`src/design/nsr_pkg.sv`:
```
`default_nettype none

package nsr_pkg;

    localparam int DATA_W   = 8;
    localparam int LEN_W    = 7;
    localparam int COUNT_W  = 16;
    localparam int INDEX_W  = 2;
    localparam int M_DATA_W = 40;
    localparam int M_USER_W = 4;

    typedef enum logic [2:0] {
        ST_OK        = 3'd0,
        ST_MISMATCH  = 3'd1,
        ST_NOFIELD   = 3'd2,
        ST_SHORT     = 3'd3,
        ST_UNCHECKED = 3'd4
    } status_t;

    typedef enum logic [INDEX_W-1:0] {
        REG_USE_CHECKSUM = 2'd0,
        REG_START_CHAR_A = 2'd1,
        REG_START_CHAR_B = 2'd2
    } reg_index_t;

    localparam logic [DATA_W-1:0] CHAR_STAR   = 8'h2A;
    localparam logic [DATA_W-1:0] CHAR_CR     = 8'h0D;
    localparam logic [DATA_W-1:0] CHAR_LF     = 8'h0A;
    localparam logic [DATA_W-1:0] CHAR_ZERO   = 8'h30;
    localparam logic [DATA_W-1:0] CHAR_A      = 8'h41;
    localparam logic [DATA_W-1:0] NIBBLE_MASK = 8'h0F;
    localparam logic [DATA_W-1:0] START_A_RST = 8'h24;
    localparam logic [DATA_W-1:0] START_B_RST = 8'h21;
    localparam logic [LEN_W-1:0]  SHORT_MAX   = 7'd3;

    function automatic logic [DATA_W-1:0] hex_digit(input logic [DATA_W-1:0] value);
        logic [DATA_W-1:0] nib;
        nib = value & NIBBLE_MASK;
        if (nib < 8'd10) begin
            hex_digit = nib + CHAR_ZERO;
        end else begin
            hex_digit = (nib - 8'd10) + CHAR_A;
        end
    endfunction

endpackage

`default_nettype wire

```
`src/design/nmea_sentence_receiver.sv`:
```
// channel  | ports                          | item
// ---------+--------------------------------+----------------------------------------
// input    | s_tvalid s_tready s_tdata      | rx_byte
// result   | m_tvalid m_tready m_tdata      | data_byte checksum sentence_length
//          | m_tlast m_tuser                | error_count; last; is_body status
// config   | cfg_valid cfg_ready cfg_index  | register write, cfg_ready always high
//          | cfg_data                       |
//
// one byte per cycle while s_tready is high: sentence state updates in the accept cycle, result register follows
// result shows in the cycle after its byte is accepted, no delay beyond that register
// s_tready drops only while a result waits in the register and m_tready is low
// aresetn is synchronous: clears phase, sums, counters, config registers and m_tvalid to their defaults
`default_nettype none

module nmea_sentence_receiver
    import nsr_pkg::*;
#(
    parameter int LINE_LIMIT = 128
) (
    input  wire logic                 aclk,
    input  wire logic                 aresetn,

    input  wire logic                 s_tvalid,
    output logic                      s_tready,
    input  wire logic [DATA_W-1:0]    s_tdata,   // [7:0] rx_byte

    output logic                      m_tvalid,
    input  wire logic                 m_tready,
    output logic [M_DATA_W-1:0]       m_tdata,   // [7:0] data_byte, [15:8] checksum,
                                                 // [22:16] sentence_length,
                                                 // [38:23] error_count, [39] zero
    output logic                      m_tlast,   // last
    output logic [M_USER_W-1:0]       m_tuser,   // [0] is_body, [3:1] status

    input  wire logic                 cfg_valid,
    output logic                      cfg_ready,
    input  wire logic [INDEX_W-1:0]   cfg_index,
    input  wire logic [DATA_W-1:0]    cfg_data
);

    localparam int CAP_INT = (LINE_LIMIT - 1 < 127) ? LINE_LIMIT - 1 : 127;
    localparam logic [LEN_W-1:0] LEN_CAP = LEN_W'(CAP_INT);

    typedef enum logic [1:0] {
        PH_IDLE  = 2'd0,
        PH_BODY  = 2'd1,
        PH_FIELD = 2'd2
    } phase_t;

    typedef struct packed {
        phase_t              phase;
        logic [DATA_W-1:0]   xor_sum;
        logic [1:0]          digits_seen;
        logic                high_match;
        logic                low_match;
        logic [LEN_W-1:0]    length_count;
    } sentence_t;

    localparam sentence_t SENTENCE_CLEAR = '{
        phase: PH_IDLE, xor_sum: '0, digits_seen: 2'd0,
        high_match: 1'b0, low_match: 1'b0, length_count: '0
    };

    function automatic sentence_t take_content(input sentence_t cur,
                                               input logic [DATA_W-1:0] b);
        sentence_t nxt;
        nxt = cur;
        if (cur.length_count < LEN_CAP) begin
            nxt.length_count = cur.length_count + LEN_W'(1);
        end
        case (cur.phase)
            PH_BODY: begin
                if (b == CHAR_STAR) begin
                    nxt.phase = PH_FIELD;
                end else begin
                    nxt.xor_sum = cur.xor_sum ^ b;
                end
            end
            PH_FIELD: begin
                if (cur.digits_seen == 2'd0) begin
                    nxt.high_match  = (b == hex_digit(cur.xor_sum >> 4));
                    nxt.digits_seen = 2'd1;
                end else if (cur.digits_seen == 2'd1) begin
                    nxt.low_match   = (b == hex_digit(cur.xor_sum));
                    nxt.digits_seen = 2'd2;
                end
            end
            default: begin
                nxt = cur;
            end
        endcase
        return nxt;
    endfunction

    logic                 use_checksum_reg;
    logic [DATA_W-1:0]    start_a_reg;
    logic [DATA_W-1:0]    start_b_reg;

    sentence_t            sent_reg, sent_next;
    logic                 prev_cr_reg, prev_cr_next;
    logic [COUNT_W-1:0]   fail_reg, fail_next;

    logic                 m_valid_reg;
    logic [DATA_W-1:0]    m_byte_reg;
    logic                 m_body_reg;
    logic                 m_last_reg;
    status_t              m_status_reg;
    logic [DATA_W-1:0]    m_sum_reg;
    logic [LEN_W-1:0]     m_len_reg;
    logic [COUNT_W-1:0]   m_fail_reg;

    logic                 accept;
    logic                 is_start;
    logic                 is_end;
    logic                 emit;
    logic                 body_flag;
    status_t              status_next;
    sentence_t            after_cr;
    sentence_t            shown;

    assign s_tready  = !m_valid_reg || m_tready;
    assign cfg_ready = 1'b1;
    assign accept    = s_tvalid && s_tready;

    assign is_start = (s_tdata == start_a_reg) || (s_tdata == start_b_reg);
    assign is_end   = (s_tdata == CHAR_LF) && prev_cr_reg;
    assign emit     = is_start || (sent_reg.phase != PH_IDLE);

    always_comb begin
        sent_next    = sent_reg;
        prev_cr_next = prev_cr_reg;
        fail_next    = fail_reg;
        status_next  = ST_OK;
        body_flag    = 1'b0;
        after_cr     = sent_reg;
        shown        = sent_reg;
        if (is_start) begin
            sent_next              = SENTENCE_CLEAR;
            sent_next.phase        = PH_BODY;
            sent_next.length_count = LEN_W'(1);
            prev_cr_next           = 1'b0;
            shown                  = sent_next;
        end else if (sent_reg.phase != PH_IDLE) begin
            if (is_end) begin
                if (sent_reg.length_count <= SHORT_MAX) begin
                    status_next = ST_SHORT;
                end else if (!use_checksum_reg) begin
                    status_next = ST_UNCHECKED;
                end else if (sent_reg.phase != PH_FIELD) begin
                    status_next = ST_NOFIELD;
                end else if (sent_reg.digits_seen == 2'd2 && sent_reg.high_match
                             && sent_reg.low_match) begin
                    status_next = ST_OK;
                end else begin
                    status_next = ST_MISMATCH;
                    if (fail_reg != '1) begin
                        fail_next = fail_reg + COUNT_W'(1);
                    end
                end
                sent_next    = SENTENCE_CLEAR;
                prev_cr_next = 1'b0;
            end else begin
                // a held cr counts as content once the next byte is not lf
                if (prev_cr_reg) begin
                    after_cr = take_content(sent_reg, CHAR_CR);
                end
                body_flag = (after_cr.phase == PH_BODY) && (s_tdata != CHAR_STAR);
                if (s_tdata == CHAR_CR) begin
                    sent_next    = after_cr;
                    prev_cr_next = 1'b1;
                end else begin
                    sent_next    = take_content(after_cr, s_tdata);
                    prev_cr_next = 1'b0;
                end
                shown = sent_next;
            end
        end
    end

    always_ff @(posedge aclk) begin
        if (!aresetn) begin
            use_checksum_reg <= 1'b1;
            start_a_reg      <= START_A_RST;
            start_b_reg      <= START_B_RST;
            sent_reg         <= SENTENCE_CLEAR;
            prev_cr_reg      <= 1'b0;
            fail_reg         <= '0;
            m_valid_reg      <= 1'b0;
        end else begin
            if (cfg_valid) begin
                case (cfg_index)
                    REG_USE_CHECKSUM: use_checksum_reg <= cfg_data[0];
                    REG_START_CHAR_A: start_a_reg      <= cfg_data;
                    REG_START_CHAR_B: start_b_reg      <= cfg_data;
                    default: begin
                    end
                endcase
            end
            if (accept) begin
                sent_reg     <= sent_next;
                prev_cr_reg  <= prev_cr_next;
                fail_reg     <= fail_next;
                m_byte_reg   <= s_tdata;
                m_body_reg   <= body_flag;
                m_last_reg   <= is_end && !is_start;
                m_status_reg <= status_next;
                m_sum_reg    <= shown.xor_sum;
                m_len_reg    <= shown.length_count;
                m_fail_reg   <= fail_next;
            end
            if (s_tready) begin
                m_valid_reg <= accept && emit;
            end
        end
    end

    assign m_tvalid = m_valid_reg;
    assign m_tlast  = m_last_reg;
    assign m_tuser  = {m_status_reg, m_body_reg};
    assign m_tdata  = {1'b0, m_fail_reg, m_len_reg, m_sum_reg, m_byte_reg};

endmodule

`default_nettype wire

```
`config.mk`:
```
export PLATFORM = sky130hd
export DESIGN_NAME = nmea_sentence_receiver
export DESIGN_NICKNAME = d
export VERILOG_FILES = /design/src/design/nsr_pkg.sv /design/src/design/nmea_sentence_receiver.sv
export SDC_FILE = /design/constraint.sdc
export NUM_CORES = 1
export LEC_CHECK = 0
export BUFFER_PORTS_ARGS = -buffer_cell sky130_fd_sc_hd__buf_2
export CORE_MARGIN = 2
export CORE_UTILIZATION = 26
export DETAILED_ROUTE_END_ITERATION = 10
export GPL_ROUTABILITY_DRIVEN = 0
export PLACE_DENSITY = 0.54
export RECOVER_POWER = 100
export REMOVE_ABC_BUFFERS = 1
export SYNTH_ARGS = -nofsm -noshare
export SYNTH_HDL_FRONTEND = slang
export SYNTH_SLANG_ARGS = --single-unit
```
`constraint.sdc`:
```
create_clock -name aclk -period 3.6 [get_ports aclk]
set_input_delay 0.54 -clock aclk [delete_from_list [all_inputs] [get_ports aclk]]
set_output_delay 0.54 -clock aclk [all_outputs]
set_load 0.05 [all_outputs]
```
== After elaboration in Yosys (flattened, before gate mapping) ==
Index checks and enable logic that the tools add are counted.

* Output and inout port bits: 48
* Input port bits: 23
* Bits in registers: 100
* Logic and storage cells: 170

* Magnitude comparators: 7
* Equal/unequal tests: 21
* Muxes and demuxes: 76
* Reductions and logical operators: 27
* Bitwise gates (word level): 4
* Add/sub/neg operators: 15

{| class="wikitable"
|+ Operators by type and width
! kind !! count
|-
| 8-bit two-way mux || 31
|-
| 21-bit two-way mux || 7
|-
| 16-bit two-way mux || 8
|-
| 19-bit two-way mux || 2
|-
| 8-bit by 7-bit adder with 8-bit output, second input constant || 4
|-
| 8-bit equality test || 4
|-
| 4-bit by 6-bit adder with 7-bit output, second input constant || 4
|-
| 7-bit two-way mux || 4
|-
| 4-bit by 4-bit subtractor with 5-bit output, second input constant || 4
|-
| 16-bit by 1-bit adder with 16-bit output, second input constant || 1
|-
| 4-bit by 8-bit equality test with 1-bit output, first input constant || 2
|-
| 8-bit by 4-bit equality test with 1-bit output, second input constant || 2
|-
| 4-bit < comparator, second input constant || 4
|-
| 16-bit != test, second input constant || 1
|-
| 15-bit two-way mux || 1
|-
| 7-bit by 1-bit adder with 7-bit output, second input constant || 2
|-
| 7-bit < comparator, second input constant || 2
|-
| 2-bit two-way mux || 7
|-
| 4-bit two-way mux || 3
|-
| 1-bit two-way mux || 11
|-
| 2-bit by 1-bit equality test with 1-bit output, second input constant || 5
|-
| 10-bit two-way mux || 1
|-
| 2-bit AND reduction || 5
|-
| 2-bit equality test, second input constant || 4
|-
| other kinds (16) || 31
|}

== Depth between registers and ports, before layout ==
* Depth after elaboration: 36
* Depth in mapped cells: 14
* Depth with buffers taken out: 13

== Least setup slack after synthesis ==
No wires, ideal clock.

* Kind: input-to-reg
* Start point: in m_tready
* End point: reg m_body_reg, enable pin
* Data required time: 3,154 ps
* Arrival: 3,153 ps
* Buffers on the path: 0
* Stages: 3
* Slack: 1 ps
* Cells stage by stage: nand2b_1 nand2_1 nor2_1

* Cells in the longest elaborated chain, start to end: 3

{| class="wikitable"
|+ Ends and longest elaborated chain
! what !! line !! source
|-
| start, declared || nmea_sentence_receiver.sv:28 || <nowiki>input wire logic m_tready,</nowiki>
|-
| 1-bit logical OR || nmea_sentence_receiver.sv:121 || <nowiki>assign s_tready = !m_valid_reg || m_tready;</nowiki>
|-
| 1-bit logical AND || nmea_sentence_receiver.sv:123 || <nowiki>assign accept = s_tvalid && s_tready;</nowiki>
|-
| 2-bit AND reduction (no source line) || - ||
|-
| end signal, assigned || nmea_sentence_receiver.sv:204 || <nowiki>m_body_reg <= body_flag;</nowiki>
|-
| end, declared || nmea_sentence_receiver.sv:105 || <nowiki>logic m_body_reg;</nowiki>
|}

Every way passes these cells.
A chain may end at the register's enable or synchronous reset.

== Final worst setup path ==
* Start point: reg sent_reg[19] in the netlist's numbering
* End point: reg m_len_reg[1], data pin

* Cells in the longest elaborated chain, start to end: 13
* Elaborated cells on any way between the ends: 19
* Classes of those cells: add/sub: 1; order compare: 1; eq/ne: 4; mux: 10; reduce/logical: 3

{| class="wikitable"
|+ Ends and longest elaborated chain
! what !! line !! source
|-
| start, declared || nmea_sentence_receiver.sv:99 || <nowiki>sentence_t sent_reg, sent_next;</nowiki>
|-
| start signal, assigned || nmea_sentence_receiver.sv:200 || <nowiki>sent_reg <= sent_next;</nowiki>
|-
| 2-bit equality test or 2-bit by 1-bit equality test with 1-bit output (tied branches) || nmea_sentence_receiver.sv:71 || <nowiki>case (cur.phase)</nowiki>
|-
| 2-bit OR reduction (no source line) || - ||
|-
| 7-bit two-way mux || nmea_sentence_receiver.sv:71 ||
|-
| 15-bit two-way mux || nmea_sentence_receiver.sv:164 || <nowiki>if (prev_cr_reg) begin</nowiki>
|-
| 21-bit two-way mux || nmea_sentence_receiver.sv:144 || <nowiki>if (is_end) begin</nowiki>
|-
| 21-bit two-way mux || nmea_sentence_receiver.sv:143 || <nowiki>end else if (sent_reg.phase != PH_IDLE) begin</nowiki>
|-
| 21-bit two-way mux || nmea_sentence_receiver.sv:137 || <nowiki>if (is_start) begin</nowiki>
|-
| 7-bit by 1-bit adder with 7-bit output or 7-bit < comparator (tied branches) || nmea_sentence_receiver.sv:69, nmea_sentence_receiver.sv:68 ||
|-
| 7-bit two-way mux || nmea_sentence_receiver.sv:68 || <nowiki>if (cur.length_count < LEN_CAP) begin</nowiki>
|-
| 7-bit two-way mux || nmea_sentence_receiver.sv:71 ||
|-
| 21-bit two-way mux || nmea_sentence_receiver.sv:168 || <nowiki>if (s_tdata == CHAR_CR) begin</nowiki>
|-
| 19-bit two-way mux || nmea_sentence_receiver.sv:144 ||
|-
| 19-bit two-way mux * || nmea_sentence_receiver.sv:143 ||
|-
| end signal, assigned || nmea_sentence_receiver.sv:208 || <nowiki>m_len_reg <= shown.length_count;</nowiki>
|-
| end, declared || nmea_sentence_receiver.sv:109 || <nowiki>logic [LEN_W-1:0] m_len_reg;</nowiki>
|}

Every way passes the cells marked *; elsewhere a longest branch is shown, timed or not. The select of a mux whose other input is x is not followed.

==> results.json <==
{
  "postRouteAntennaNets": 0,
  "wire_per_inst_um": 16.48,
  "synth.avg_cell_area_um2": 9.022,
  "multi_input_area_mm2": 0.003177,
  "post-route-period-util_pct": 85.02,
  "grt_pass1_wl_um": 25880,
  "reg2reg_slack_ns": 0.54,
  "fillCellCount": 2407,
  "whs_path_depth": 3,
  "powerDensity_mw_per_mm2": 356.0,
  "cts_tree": "yes",
  "synth_top_family_by_area": "simple AND/OR/NAND/NOR gates",
  "dieArea_mm2": 0.02416,
  "setup_tns_ns": 0,
  "synthesis.area_mm2": 0.005963,
  "regArea_mm2": 0.002442,
  "critPathRequiredTime_ns": 3.65,
  "die_w_um": 155.4,
  "rsz0062_at_grt": "false",
  "ff2ff_path_depth": 9,
  "path_buf_inv": 1,
  "start_util_pct": 26.42,
  "crit_path_end_kind": "register",
  "yosys.area_share.adder_pct": 3.987,
  "grt_util_all_layers_pct": 13.77,
  "tightest_slew_ns": 1.674,
  "final_layout_size_suffix_gt1_share_pct": 7.638,
  "clkSlewWorstSetupHoldPaths_ns": 0.07,
  "die_y_um": 155.4,
  "worstSetupStartpoint": "sent_reg[19]",
  "yosys.cell_types.count": 64,
  "largest_reg_flops": 21,
  "slew_violations": 17,
  "drt_pass1_iterations": 4,
  "grt_max_degree": 45,
  "p_seq_share_pct": 50.9,
  "clock-root-buffer": "clkbuf_16",
  "h-tree-depth": 3,
  "start_kind": "register",
  "netlist_instances": 661,
  "ioPinCount": 71,
  "synth_warnings": 0,
  "antennaDiodeCount": 0,
  "final-hold-violation-count": 0,
  "clock-sinks": 100,
  "synth_edf_count": 44,
  "synth-compound-area-share_pct": 15.25,
  "cp_top_family": "simple AND/OR/NAND/NOR gates",
  "clockPowerShare_pct": 41.1,
  "hold_path.class": "input port to register",
  "grt_pass1_vias": 4616,
  "cp.depth": 9,
  "status": "finished, violations left",
  "drt-total-wl_um": 16350,
  "drv_cap": 1,
  "cts_setup_buffers": 0,
  "grt_overflow_total": 0,
  "peakVddDrop_v": 0.0001755,
  "endpoint": "m_len_reg[1]",
  "final.min_clock_period_ns": 3.061,
  "power.internal_mw": 1.738,
  "clk_latency_ns": 0.36,
  "port-buffer-count": 68,
  "holdBufCountCts": 0,
  "worstPathArrival_ns": 3.11,
  "cp_slowest_stage_delay_ns": 0.42,
  "r2r-start": "sent_reg[19]",
  "via_count": 4916,
  "clock_path_buffers": 2,
  "synthMuxAreaShare_pct": 5.497,
  "synth-async-reset-ratio_pct": 0,
  "drt_iter0_markers": 310,
  "drc": 0,
  "fin_skew_ns": 0.008491,
  "r2r-end": "m_len_reg[1]",
  "setup.worst_path.class": "register to register",
  "cts_buffers": 9,
  "antenna_found_initial": 0,
  "pwr-share-comb_pct": 8.0,
  "synth-seq-cells": 100,
  "swShare_pct": 27.16,
  "violations": "capacitance limit, slew limit",
  "synthFlopType": "dfxtp_1",
  "setup_violations": 0,
  "max_freq_mhz": 326.7,
  "area_growth_pct": 12.40,
  "power_leakage_nw": 2.379,
  "place.detailed.hpwl_um": 11550,
  "synthXorXnorAreaFrac_pct": 7.931,
  "synth_seq_area_share_pct": 40.96,
  "max-slew-margin-rel_pct": -12.11,
  "final_nets": 744,
  "cp_max_fo": 10,
  "cp_slowest_cell": "a21oi_1",
  "cts_resized": 0,
  "coreArea_mm2": 0.02257,
  "synthSimpleGateAreaFrac_pct": 20.84,
  "viasPerCell": 4.956,
  "p_switching_uw": 648.2,
  "path_cells": "inv_1 > ha_1 > and2_0 > and3_1 > a21oi_1 > a31oi_1 > nor2_1 > mux2i_1 > o22ai_1",
  "holdWs_ns": 0.4114,
  "row_count": 55
}
==> cell usage after synthesis, types with 19 or more instances <==
cell type / n / share of area, %
xnor2_1: 41 / 6.0
ha_1: 19 / 4.0
nand2_1: 64 / 4.0
clkbuf_1: 24 / 1.5
inv_1: 24 / 1.5
mux2i_1: 26 / 4.4
a21oi_1: 40 / 3.4
nand4_1: 20 / 2.1
nor2_1: 50 / 3.1
nand3_1: 34 / 2.9
edfxtp_1: 44 / 22
o21ai_0: 27 / 2.3
dfxtp_1: 56 / 19
==> cells in the final DEF, fill, tap and decap left out, drive strengths merged, types with 3 or more instances in the layout <==
cell | Yosys | routed
a41oi | 3 | 3
clkbuf | 26 | 70
nand3 | 34 | 34
o211ai | 6 | 6
and3 | 15 | 15
xor2 | 13 | 13
mux2 | 6 | 6
xnor2 | 41 | 41
nand2 | 65 | 65
dfxtp | 56 | 56
o21ai | 28 | 28
a311oi | 8 | 8
mux2i | 26 | 26
a211oi | 3 | 3
buf | 24 | 19
a21oi | 40 | 40
nor2 | 50 | 50
a22oi | 4 | 4
inv | 24 | 28
nor3 | 7 | 7
or4 | 7 | 7
a31oi | 16 | 16
nand2b | 8 | 8
nor3b | 3 | 3
edfxtp | 44 | 44
o211a | 3 | 3
nand3b | 8 | 8
nand4 | 20 | 20
o2bb2ai | 5 | 5
ha | 19 | 19
and2 | 7 | 7
o31ai | 6 | 6
or3 | 9 | 9
==> worst reg2reg max path, delay by kind of cell (launching register included) <==
family	cells	cell delay, ns
buf+inv	1	0.07
flops	1	0.35
compound gates	3	0.76
fa+ha+maj	1	0.33
simple gates	3	0.94
mux	1	0.30
==> per-stage QoR <==
stage | util (%) | power [mW] | cell area (um^2) | instances | setup slack [ns]
6_report | 29.70 | 2.386 | 6703 | 992 | 0.5395
5_1_grt | 29.70 | 2.482 | 6703 | 992 | 0.2637
3_3_place_gp | 28.94 | 1.442 | 6531 | 976 | 0.6546
4_1_cts | 30.24 | 2.429 | 6825 | 992 | 0.7001
3_5_place_dp | 28.94 | 1.443 | 6531 | 976 | 0.6237
2_1_floorplan | - | 1.363 | 5731 | 611 | 0.0009790
==> logic make-up after synthesis <==
kind of cell,after synthesis
simple gates,241
compound gates,139
flops,100
buf+inv,74
xor+xnor,54
mux,32
fa+ha+maj,19
other cells,2
==> worst min path at each step <==
stage	start	slack, ns	endpoint
after global placement	start_b_reg[5]	0.49	start_b_reg[5]
after floorplan	fail_reg[1]	0.46	fail_reg[1]
after global routing	cfg_data[2]	0.42	start_a_reg[2]
final	cfg_data[2]	0.41	start_a_reg[2]
after CTS	cfg_data[2]	0.40	start_a_reg[2]
after detailed placement	fail_reg[1]	0.48	fail_reg[1]
==> layout make-up <==
type                            count  area share [%]
Clock buffer                        9           3.360
Clock inverter                      7           1.027
Inverter                           24           1.344
Multi-Input combinational cell    487           47.40
Sequential cell                   100           36.44
Tap cell                          285           5.320
Timing Repair Buffer               80           5.115
==> power by group through the flow <==
stage | combinational, mW | sequential, mW | clock [mW]
finish | 0.192 | 1.21 | 0.980
global route | 0.207 | 1.22 | 1.06
CTS | 0.203 | 1.21 | 1.01
detailed placement | 0.202 | 1.24 | 0
global placement | 0.201 | 1.24 | 0
floorplan | 0.0671 | 1.30 | 0
==> metal layers <==
layer | vias to the layer above | global-route usage (%) | share of wire (%)
met5 | - | 0 | 0
met2 | 120 | 22.17 | 45
li1 | 2464 | - | -
met3 | 13 | 2.981 | 4.2
met1 | 2319 | 18.77 | 49
met4 | 0 | 3.539 | 1.2
(Power assumes the default switching activity.)
